===== src/design/drill_coordinate_field_parser_core_defines.svh =====
// Assertion macros used by the drill coordinate field parser top level.
`ifndef DRILL_COORDINATE_FIELD_PARSER_CORE_DEFINES_SVH
`define DRILL_COORDINATE_FIELD_PARSER_CORE_DEFINES_SVH
`ifndef SYNTHESIS
// Same-cycle implication, checked out of reset
`define DCFP_ASSERT_IMP(label, clk, rst_n, ante, cons) \
    label: assert property (@(posedge clk) disable iff (!rst_n) (ante) |-> (cons)) \
        else $error("dcfp assertion failed");
// Next-cycle implication, checked out of reset
`define DCFP_ASSERT_NXT(label, clk, rst_n, ante, cons) \
    label: assert property (@(posedge clk) disable iff (!rst_n) (ante) |=> (cons)) \
        else $error("dcfp assertion failed");
`else
`define DCFP_ASSERT_IMP(label, clk, rst_n, ante, cons)
`define DCFP_ASSERT_NXT(label, clk, rst_n, ante, cons)
`endif
`endif


===== src/design/dcfp_pkg.sv =====
// Types, constants and helper functions of the drill coordinate field parser.
package dcfp_pkg;

    localparam int COORD_W = 41;
    localparam int CHARS_W = 6;
    localparam int PAD_W   = 4;
    localparam int P5_W    = 33;
    localparam int LO_W    = 21;
    localparam int HI_W    = COORD_W - LO_W;
    localparam int CNT_W   = 5;

    // Character codes
    localparam logic [7:0] CH_PLUS  = 8'h2B;
    localparam logic [7:0] CH_MINUS = 8'h2D;
    localparam logic [7:0] CH_POINT = 8'h2E;
    localparam logic [7:0] CH_ZERO  = 8'h30;
    localparam logic [7:0] CH_NINE  = 8'h39;

    // Register indexes
    localparam logic [1:0] CFG_INT_DIGITS   = 2'd0;
    localparam logic [1:0] CFG_FRAC_DIGITS  = 2'd1;
    localparam logic [1:0] CFG_LEADING_ZERO = 2'd2;

    typedef struct packed {
        logic [2:0] int_digits;
        logic [2:0] fraction_digits;
        logic       leading_zero_format;
    } cfg_t;

    // Finished field on its way through the scaling stages
    typedef struct packed {
        logic [COORD_W-1:0] coord;
        logic [PAD_W-1:0]   pad;
        logic               neg;
        logic               ovf;
        logic [CHARS_W-1:0] chars;
        logic               empty;
    } field_t;

    // Ten to the power n, used at elaboration only
    function automatic logic [63:0] pow10(input int n);
        logic [63:0] r;
        r = 64'd1;
        for (int i = 0; i < n; i++)
        begin
            r = r * 64'd10;
        end
        return r;
    endfunction

    // Saturated magnitude, 10^n - 1, cut to the coordinate width
    function automatic logic [COORD_W-1:0] sat_value(input int n);
        logic [63:0] full;
        full = pow10(n) - 64'd1;
        return full[COORD_W-1:0];
    endfunction

    // Five to the power of the pad count; padding never exceeds 14 digits
    function automatic logic [P5_W-1:0] pow5(input logic [PAD_W-1:0] n);
        logic [P5_W-1:0] r;
        case (n)
            4'd0:    r = 33'd1;
            4'd1:    r = 33'd5;
            4'd2:    r = 33'd25;
            4'd3:    r = 33'd125;
            4'd4:    r = 33'd625;
            4'd5:    r = 33'd3125;
            4'd6:    r = 33'd15625;
            4'd7:    r = 33'd78125;
            4'd8:    r = 33'd390625;
            4'd9:    r = 33'd1953125;
            4'd10:   r = 33'd9765625;
            4'd11:   r = 33'd48828125;
            4'd12:   r = 33'd244140625;
            4'd13:   r = 33'd1220703125;
            4'd14:   r = 33'd6103515625;
            default: r = 33'd0;
        endcase
        return r;
    endfunction

endpackage


===== src/design/drill_coordinate_field_parser_core.sv =====
// Top level of the drill coordinate field parser: config registers and stage wiring.
//
// Usage:
//   s_* carries one ASCII character per item (0 ends a line). Signs, digits
//   and points build up a field; any other character ends it and yields one
//   result on m_*, then is dropped. A sign counts only as the first character.
//   m_tdata holds the scaled signed coordinate and the character count;
//   m_tuser holds the empty-field and overflow flags.
//   cfg_* writes int_digits (0), fraction_digits (1) and leading_zero_format
//   (2); cfg_ready is always high and a write acts on the next cycle.
// Throughput: one character per cycle, except that a terminator waits while the
//   stages ahead are full; set by the field state update (multiply by ten as
//   shift-and-add plus the digit).
// Path: a result shows on m_tvalid once its terminating character has passed the
//   character register, field register, partial product register and output register.
// Reset: clears the field state and loads the format 2.4 with leading zeros.
// Stall: a waiting result holds m_*; characters that add to the next field
//   are still taken, and the next terminator waits until the stages ahead
//   have room.
`include "drill_coordinate_field_parser_core_defines.svh"

module drill_coordinate_field_parser_core #(
    parameter int MAX_DIGITS = 12
) (
    input  logic        clk,
    input  logic        rst_n,
    input  logic        s_tvalid,
    output logic        s_tready,
    input  logic [7:0]  s_tdata,   // [7:0] char_code
    output logic        m_tvalid,
    input  logic        m_tready,
    output logic [47:0] m_tdata,   // [40:0] coord_value, [46:41] chars_used, [47] zero
    output logic [1:0]  m_tuser,   // [0] empty_error, [1] overflow
    input  logic        cfg_valid,
    output logic        cfg_ready,
    input  logic [1:0]  cfg_index,
    input  logic [2:0]  cfg_data
);
    import dcfp_pkg::*;

    localparam logic [COORD_W-1:0] SAT_POS = sat_value(MAX_DIGITS);
    localparam logic [COORD_W-1:0] SAT_NEG = ~SAT_POS + 1'b1;

    cfg_t               cfg_reg;
    field_t             fld;
    logic               fld_valid, fld_ready;
    logic [COORD_W-1:0] coord_value;
    logic [CHARS_W-1:0] chars_used;
    logic               empty_error, overflow;

    // Configuration registers
    assign cfg_ready = 1'b1;

    always_ff @(posedge clk or negedge rst_n)
    begin
        if (!rst_n)
        begin
            cfg_reg.int_digits          <= 3'd2;
            cfg_reg.fraction_digits     <= 3'd4;
            cfg_reg.leading_zero_format <= 1'b1;
        end
        else if (cfg_valid && cfg_ready)
        begin
            unique case (cfg_index)
                CFG_INT_DIGITS:   cfg_reg.int_digits          <= cfg_data;
                CFG_FRAC_DIGITS:  cfg_reg.fraction_digits     <= cfg_data;
                CFG_LEADING_ZERO: cfg_reg.leading_zero_format <= cfg_data[0];
                default:          ;
            endcase
        end
    end

    dcfp_parse #(
        .MAX_DIGITS (MAX_DIGITS)
    ) u_parse (
        .clk       (clk),
        .rst_n     (rst_n),
        .cfg       (cfg_reg),
        .in_valid  (s_tvalid),
        .in_ready  (s_tready),
        .in_char   (s_tdata),
        .res_valid (fld_valid),
        .res_ready (fld_ready),
        .res       (fld)
    );

    dcfp_scale #(
        .MAX_DIGITS (MAX_DIGITS)
    ) u_scale (
        .clk         (clk),
        .rst_n       (rst_n),
        .in_valid    (fld_valid),
        .in_ready    (fld_ready),
        .fld         (fld),
        .out_valid   (m_tvalid),
        .out_ready   (m_tready),
        .coord_value (coord_value),
        .chars_used  (chars_used),
        .empty_error (empty_error),
        .overflow    (overflow)
    );

    // Output packing
    assign m_tdata = {1'b0, chars_used, coord_value};
    assign m_tuser = {overflow, empty_error};

    // Checks
    `DCFP_ASSERT_IMP(a_ovf_saturates, clk, rst_n, m_tvalid && overflow, coord_value == SAT_POS || coord_value == SAT_NEG)
    `DCFP_ASSERT_IMP(a_empty_is_zero, clk, rst_n, m_tvalid && empty_error && !overflow, coord_value == '0 && chars_used == CHARS_W'(1))
    `DCFP_ASSERT_IMP(a_chars_nonzero, clk, rst_n, m_tvalid, chars_used != '0)
    `DCFP_ASSERT_NXT(a_cfg_frac_write, clk, rst_n, cfg_valid && cfg_ready && cfg_index == CFG_FRAC_DIGITS, cfg_reg.fraction_digits == $past(cfg_data))

endmodule


===== src/design/dcfp_parse.sv =====
// Character register, field state and finished-field register of the parser.
module dcfp_parse #(
    parameter int MAX_DIGITS = 12
) (
    input  logic                 clk,
    input  logic                 rst_n,
    input  dcfp_pkg::cfg_t       cfg,
    input  logic                 in_valid,
    output logic                 in_ready,
    input  logic [7:0]           in_char,
    output logic                 res_valid,
    input  logic                 res_ready,
    output dcfp_pkg::field_t     res
);
    import dcfp_pkg::*;

    localparam int ACC_BITS = $clog2(pow10(MAX_DIGITS));
    localparam int ACC_W    = (ACC_BITS < COORD_W) ? ACC_BITS : COORD_W;

    logic [7:0]         char_reg;
    logic               char_valid_reg;
    logic [ACC_W-1:0]   mag_reg, mag_next;
    logic [CNT_W-1:0]   digit_count_reg, digit_count_next;
    logic [CNT_W-1:0]   point_pos_reg, point_pos_next;
    logic               neg_reg, neg_next;
    logic               saw_point_reg, saw_point_next;
    logic [CHARS_W-1:0] field_len_reg, field_len_next;
    logic               sat_reg, sat_next;
    logic               res_valid_reg;
    field_t             res_reg, res_next;

    logic               at_start;
    logic               is_sign, is_digit, is_point, is_term;
    logic               slot_free, consume;
    logic [CHARS_W-1:0] len_inc;
    logic [ACC_W-1:0]   mag_x10;
    logic [3:0]         want;
    logic [PAD_W-1:0]   pad;
    logic [CHARS_W-1:0] digits_total;
    logic [COORD_W-1:0] mag_ext;

    // Character classes
    assign at_start = (field_len_reg == '0);
    assign is_sign  = at_start && ((char_reg == CH_PLUS) || (char_reg == CH_MINUS));
    assign is_digit = (char_reg >= CH_ZERO) && (char_reg <= CH_NINE);
    assign is_point = (char_reg == CH_POINT);
    assign is_term  = !(is_sign || is_digit || is_point);

    // Only a terminator needs room downstream
    assign slot_free = !res_valid_reg || res_ready;
    assign consume   = char_valid_reg && (!is_term || slot_free);
    assign in_ready  = !char_valid_reg || consume;

    assign len_inc = (field_len_reg == {CHARS_W{1'b1}}) ? field_len_reg
                                                        : field_len_reg + 1'b1;
    assign mag_x10 = (mag_reg << 3) + (mag_reg << 1) + ACC_W'(char_reg[3:0]);

    // Trailing-zero count and overflow for the finished field
    always_comb
    begin
        want = {1'b0, cfg.int_digits} + {1'b0, cfg.fraction_digits};
        pad  = '0;
        if (saw_point_reg)
        begin
            if ({2'b00, cfg.fraction_digits} > point_pos_reg)
                pad = PAD_W'({2'b00, cfg.fraction_digits} - point_pos_reg);
        end
        else if (cfg.leading_zero_format)
        begin
            if ({1'b0, want} > digit_count_reg)
                pad = PAD_W'({1'b0, want} - digit_count_reg);
        end
        digits_total = {1'b0, digit_count_reg} + {2'b00, pad};
    end

    // Sign applied before scaling; products are taken modulo the output width
    always_comb
    begin
        mag_ext          = COORD_W'(mag_reg);
        res_next.coord   = neg_reg ? (~mag_ext + 1'b1) : mag_ext;
        res_next.pad     = pad;
        res_next.neg     = neg_reg;
        res_next.ovf     = sat_reg || (digits_total > CHARS_W'(MAX_DIGITS));
        res_next.chars   = at_start ? CHARS_W'(1) : field_len_reg;
        res_next.empty   = at_start;
    end

    // Field state update for the character being consumed
    always_comb
    begin
        mag_next         = mag_reg;
        digit_count_next = digit_count_reg;
        point_pos_next   = point_pos_reg;
        neg_next         = neg_reg;
        saw_point_next   = saw_point_reg;
        field_len_next   = field_len_reg;
        sat_next         = sat_reg;
        if (consume)
        begin
            if (is_sign)
            begin
                neg_next       = (char_reg == CH_MINUS);
                field_len_next = len_inc;
            end
            else if (is_digit)
            begin
                if (digit_count_reg < CNT_W'(MAX_DIGITS))
                begin
                    mag_next         = mag_x10;
                    digit_count_next = digit_count_reg + 1'b1;
                end
                else
                begin
                    sat_next = 1'b1;
                end
                if (point_pos_reg != {CNT_W{1'b1}})
                    point_pos_next = point_pos_reg + 1'b1;
                field_len_next = len_inc;
            end
            else if (is_point)
            begin
                saw_point_next = 1'b1;
                point_pos_next = '0;
                field_len_next = len_inc;
            end
            else
            begin
                mag_next         = '0;
                digit_count_next = '0;
                point_pos_next   = '0;
                neg_next         = 1'b0;
                saw_point_next   = 1'b0;
                field_len_next   = '0;
                sat_next         = 1'b0;
            end
        end
    end

    // Control and field state
    always_ff @(posedge clk or negedge rst_n)
    begin
        if (!rst_n)
        begin
            char_valid_reg  <= 1'b0;
            res_valid_reg   <= 1'b0;
            mag_reg         <= '0;
            digit_count_reg <= '0;
            point_pos_reg   <= '0;
            neg_reg         <= 1'b0;
            saw_point_reg   <= 1'b0;
            field_len_reg   <= '0;
            sat_reg         <= 1'b0;
        end
        else
        begin
            if (in_ready)
                char_valid_reg <= in_valid;
            if (slot_free)
                res_valid_reg <= consume && is_term;
            mag_reg         <= mag_next;
            digit_count_reg <= digit_count_next;
            point_pos_reg   <= point_pos_next;
            neg_reg         <= neg_next;
            saw_point_reg   <= saw_point_next;
            field_len_reg   <= field_len_next;
            sat_reg         <= sat_next;
        end
    end

    // Payload registers
    always_ff @(posedge clk)
    begin
        if (in_valid && in_ready)
            char_reg <= in_char;
        if (consume && is_term)
            res_reg <= res_next;
    end

    assign res_valid = res_valid_reg;
    assign res       = res_reg;

endmodule


===== src/design/dcfp_scale.sv =====
// Trailing-zero scaling: split multiply by 5^pad, then shift by pad and saturate.
module dcfp_scale #(
    parameter int MAX_DIGITS = 12
) (
    input  logic                         clk,
    input  logic                         rst_n,
    input  logic                         in_valid,
    output logic                         in_ready,
    input  dcfp_pkg::field_t             fld,
    output logic                         out_valid,
    input  logic                         out_ready,
    output logic [dcfp_pkg::COORD_W-1:0] coord_value,
    output logic [dcfp_pkg::CHARS_W-1:0] chars_used,
    output logic                         empty_error,
    output logic                         overflow
);
    import dcfp_pkg::*;

    localparam logic [COORD_W-1:0] SAT_POS = sat_value(MAX_DIGITS);
    localparam logic [COORD_W-1:0] SAT_NEG = ~SAT_POS + 1'b1;

    logic [P5_W-1:0]        p5;
    logic [LO_W+P5_W-1:0]   lo_prod;
    logic [HI_W+P5_W-1:0]   hi_prod;
    logic [COORD_W-1:0]     lo_pp_reg;
    logic [HI_W-1:0]        hi_pp_reg;
    field_t                 p_reg;
    logic                   p_valid_reg;
    logic                   p_ready;
    logic [COORD_W-1:0]     shifted, final_val;
    logic [COORD_W-1:0]     coord_reg;
    logic [CHARS_W-1:0]     chars_reg;
    logic                   empty_reg, ovf_reg, out_valid_reg;

    assign p_ready  = !out_valid_reg || out_ready;
    assign in_ready = !p_valid_reg || p_ready;

    // Partial products of the signed field value by 5^pad
    assign p5      = pow5(fld.pad);
    assign lo_prod = fld.coord[LO_W-1:0] * p5;
    assign hi_prod = fld.coord[COORD_W-1:LO_W] * p5;

    // Recombine, multiply by 2^pad, pick the saturated value on overflow
    assign shifted   = lo_pp_reg + {hi_pp_reg, {LO_W{1'b0}}};
    assign final_val = p_reg.ovf ? (p_reg.neg ? SAT_NEG : SAT_POS) : (shifted << p_reg.pad);

    always_ff @(posedge clk or negedge rst_n)
    begin
        if (!rst_n)
        begin
            p_valid_reg   <= 1'b0;
            out_valid_reg <= 1'b0;
        end
        else
        begin
            if (in_ready)
                p_valid_reg <= in_valid;
            if (p_ready)
                out_valid_reg <= p_valid_reg;
        end
    end

    always_ff @(posedge clk)
    begin
        if (in_valid && in_ready)
        begin
            lo_pp_reg <= lo_prod[COORD_W-1:0];
            hi_pp_reg <= hi_prod[HI_W-1:0];
            p_reg     <= fld;
        end
        if (p_valid_reg && p_ready)
        begin
            coord_reg <= final_val;
            chars_reg <= p_reg.chars;
            empty_reg <= p_reg.empty;
            ovf_reg   <= p_reg.ovf;
        end
    end

    assign out_valid   = out_valid_reg;
    assign coord_value = coord_reg;
    assign chars_used  = chars_reg;
    assign empty_error = empty_reg;
    assign overflow    = ovf_reg;

endmodule


===== config.mk =====
export PLATFORM = sky130hd
export DESIGN_NAME = drill_coordinate_field_parser_core
export DESIGN_NICKNAME = d
export VERILOG_FILES = /design/src/design/dcfp_pkg.sv /design/src/design/drill_coordinate_field_parser_core.sv /design/src/design/dcfp_parse.sv /design/src/design/dcfp_scale.sv
export VERILOG_INCLUDE_DIRS = /design/src /design/src/design
export SDC_FILE = /design/constraint.sdc
export NUM_CORES = 2
export LEC_CHECK = 0
export BUFFER_PORTS_ARGS = -buffer_cell sky130_fd_sc_hd__buf_2
export CAP_MARGIN = 5
export CORE_UTILIZATION = 50
export CTS_BUF_LIST = sky130_fd_sc_hd__clkbuf_8
export DETAILED_ROUTE_END_ITERATION = 8
export PLACE_DENSITY = 0.68
export SLEW_MARGIN = 20
export SYNTH_ARGS = -nofsm -noshare
export SYNTH_HDL_FRONTEND = slang
export SYNTH_HIERARCHICAL = 1
export SYNTH_SLANG_ARGS = --single-unit

===== constraint.sdc =====
create_clock -name clk -period 11.2 [get_ports clk]
set_input_delay 1.68 -clock clk [delete_from_list [all_inputs] [get_ports clk]]
set_output_delay 1.68 -clock clk [all_outputs]
set_load 0.02 [all_outputs]

==> results.py <==
metrics = {
    "finish": {
        "fin_util_pct": 53.6,
        "area_growth_syn_to_layout_pct": 6.03,
        "nets": 5100,
        "largest_reg_flops": 54,
        "drive_gt1_share_pct": 6.65,
    },
    "global_route": {
        "grt_pass1_wl_microns": 163000,
        "overflow": 0,
        "grt_pass1_vias": 30122,
        "grt_max_degree": 67,
        "antenna_found_initial": 4,
        "grt_use_total_pct": 26.5,
    },
    "floorplan": {
        "io_pins": 71,
        "die_h_microns": 282,
        "coreArea_sq_mm": 0.0776,
        "fp-row-count": 102,
        "die_area_sq_mm": 0.0796,
        "initial_core_util_pct": 50.5,
        "fp.dieW_microns": 282,
    },
    "synthesis": {
        "synth_compound_area_share_pct": 8.81,
        "synth_ff_type": "edfxtp_1",
        "synthesis.instances": 4185,
        "synth_top_area_cell": "fa_1",
        "yosys_register_bits": 255,
        "avgSynthCellArea_sq_um": 9.37,
        "yosysWarnings": 6,
        "async_flop_share_pct": 27.5,
        "synthXorXnorAreaFrac_pct": 4.39,
        "synth_mux_area_share_pct": 2.35,
        "synth_edf_count": 185,
        "synth_nets": 5125,
        "synth_fa_ha_area_share_pct": 40.9,
        "ys_seq_area_share_pct": 18.6,
        "yosysMostFrequentCell": "inv_1",
        "synthSimpleGateAreaFrac_pct": 15.7,
        "synth_cell_types": 90,
        "netlist_top_cells_area": "fa_1 31%, edfxtp_1 14%, ha_1 10%, inv_1 7.2%, nand2_1 5.3%",
        "netlist_area_sq_mm": 0.0392,
        "yosys-top-cells-count": "749 x inv_1, 599 x fa_1, 554 x nand2_1",
        "synth_top_family_by_area": "adder cells",
        "synth_top_area_share_pct": 30.6,
    },
    "timing": {
        "fin_skew_ns": 0.0651,
        "slew_headroom_pct": 22.8,
        "worst-slew-pin-transition_ns": 1.16,
        "grt_setup_unrepaired": "false",
        "hold_viol_final": 0,
        "fin_crit_sh_pct": 85.6,
        "fmax_ghz": 0.104,
        "setup_viol": 0,
        "slew_violations": 0,
        "fin_setup_tns_ns": 0,
        "min_period_ns": 9.59,
    },
    "worst_setup_path": {
        "r2r-end": "u_scale/lo_pp_reg[39]",
        "startpoint_type": "flop",
        "end_kind": "flop",
        "crit_slowest_cell": "ha_2",
        "worst-r2r-cell-count": 26,
        "worstSetupPathType": "flop to flop",
        "critPathMaxStageDelay_ns": 1.15,
        "path_common_cell": "fa_1",
        "cp_data_required_time_ns": 11.59,
        "r2r_slack_ns": 1.61,
        "timing.rr.start": "u_parse/res[11]",
        "cp_max_fo": 38,
        "arrival_ns": 9.97,
    },
    "detailed_routing": {
        "routed-via-count": 28978,
        "firstDrtPassIters": 6,
        "post-route-drc-count": 0,
        "wl_per_cell_microns": 19.3,
        "wl_microns": 101000,
        "ant_nets": 0,
        "via_per_inst": 5.53,
        "drtIter0Drc": 2136,
    },
    "clocking": {
        "cts_setup_buffers": 0,
        "cts_tree": "yes",
        "ctsResizeCount": 0,
        "clockBufferDepth": 3,
        "postCtsHoldBufs": 0,
        "clock-sinks": 255,
        "htree_num_levels": 2,
        "cts_buffers": 48,
        "clkLatencyLatePin_ns": 0.69,
        "path_clk_slew_ns": 0.06,
        "root_buffer": "clkbuf_8",
    },
    "flow_run": {
        "drv_cap": 0,
    },
    "worst_hold_path": {
        "hold_end": "u_scale/chars_used[5]",
        "hold_depth": 0,
        "hp-start": "u_scale/p_reg[6]",
        "hold_path_class": "flop to flop",
    },
    "placed_design": {
        "gp_congestion": 0.925,
        "port_buffers": 68,
        "hpwl_microns": 75700,
    },
    "status": {
        "outcome": "complete, no violations",
    },
}
metal layers:
layer / track usage [%] / up-vias / wire [microns]
met1: 35.2 / 14462 / 41500
met5: 0 / - / 0
met3: 4.01 / 215 / 7270
met2: 44.1 / 1021 / 48500
li1: - / 13280 / -
met4: 9.57 / 0 / 3770
logic make-up (layout without fill, tap and decap cells):
kind of cell | Yosys count | count (layout)
compound gates | 537 | 537
xor+xnor | 195 | 195
fa+ha+maj | 922 | 922
buf+inv | 953 | 966
flops | 255 | 255
mux | 70 | 70
other cells | 2 | 4
simple gates | 1251 | 1251
layout by cell type, fill, tap and decap left out, types with 44 or more instances in the layout:
| cell | n |
|---|---|
| a21oi_1 | 133 |
| and2_1 | 330 |
| and3_1 | 64 |
| buf_2 | 67 |
| buf_4 | 59 |
| clkbuf_8 | 51 |
| dfrtp_1 | 67 |
| edfxtp_1 | 185 |
| fa_1 | 599 |
| ha_1 | 322 |
| inv_1 | 764 |
| nand2_1 | 554 |
| nor2_1 | 113 |
| o21ai_0 | 145 |
| xnor2_1 | 149 |
| xor2_1 | 44 |
through the flow:
| stage | setup WS, ns | hold slack (ns) | std cells | cell area (sq um) |
|---|---|---|---|---|
| 2_1_floorplan | 3.45 | 0.400 | 4185 | 39200 |
| 3_3_place_gp | 1.92 | 0.404 | 5149 | 40600 |
| 3_5_place_dp | 1.79 | 0.406 | 5149 | 40600 |
| 4_1_cts | 1.73 | 0.421 | 5237 | 41600 |
| 5_1_grt | 1.10 | 0.425 | 5239 | 41600 |
| 6_report | 1.61 | 0.418 | 5240 | 41600 |
how the worst max path moves through the flow:
stage	end	cells past startpoint	start	slack [ns]
5_1_grt	u_scale/lo_pp_reg[37]	26	u_parse/res[11]	1.10
4_1_cts	u_scale/lo_pp_reg[39]	26	u_parse/res[11]	1.73
2_1_floorplan	u_scale/lo_pp_reg[39]	28	u_parse/res[10]	3.45
3_5_place_dp	u_scale/lo_pp_reg[39]	26	u_parse/res[11]	1.79
6_report	u_scale/lo_pp_reg[39]	26	u_parse/res[11]	1.61
3_3_place_gp	u_scale/lo_pp_reg[39]	26	u_parse/res[11]	1.92
critical path, delay by kind of cell (launching register included):
family | cells | cell delay, ns
buf+inv | 5 | 1.07
xor+xnor | 1 | 0.06
compound gates | 6 | 1.33
fa+ha+maj | 9 | 4.92
simple gates | 5 | 1.12
flops | 1 | 0.78
final cells by class:
type,count,area (sq um)
Antenna cell,2,5.00
Clock buffer,51,702
Clock inverter,37,254
Fill cell,7080,36000
Inverter,750,2820
Multi-Input combinational cell,2977,28400
Sequential cell,255,7310
Tap cell,1040,1300
Timing Repair Buffer,128,826
Power is not shown: default switching activity piles up to over one toggle a cycle in this logic, so the estimate is an artifact.
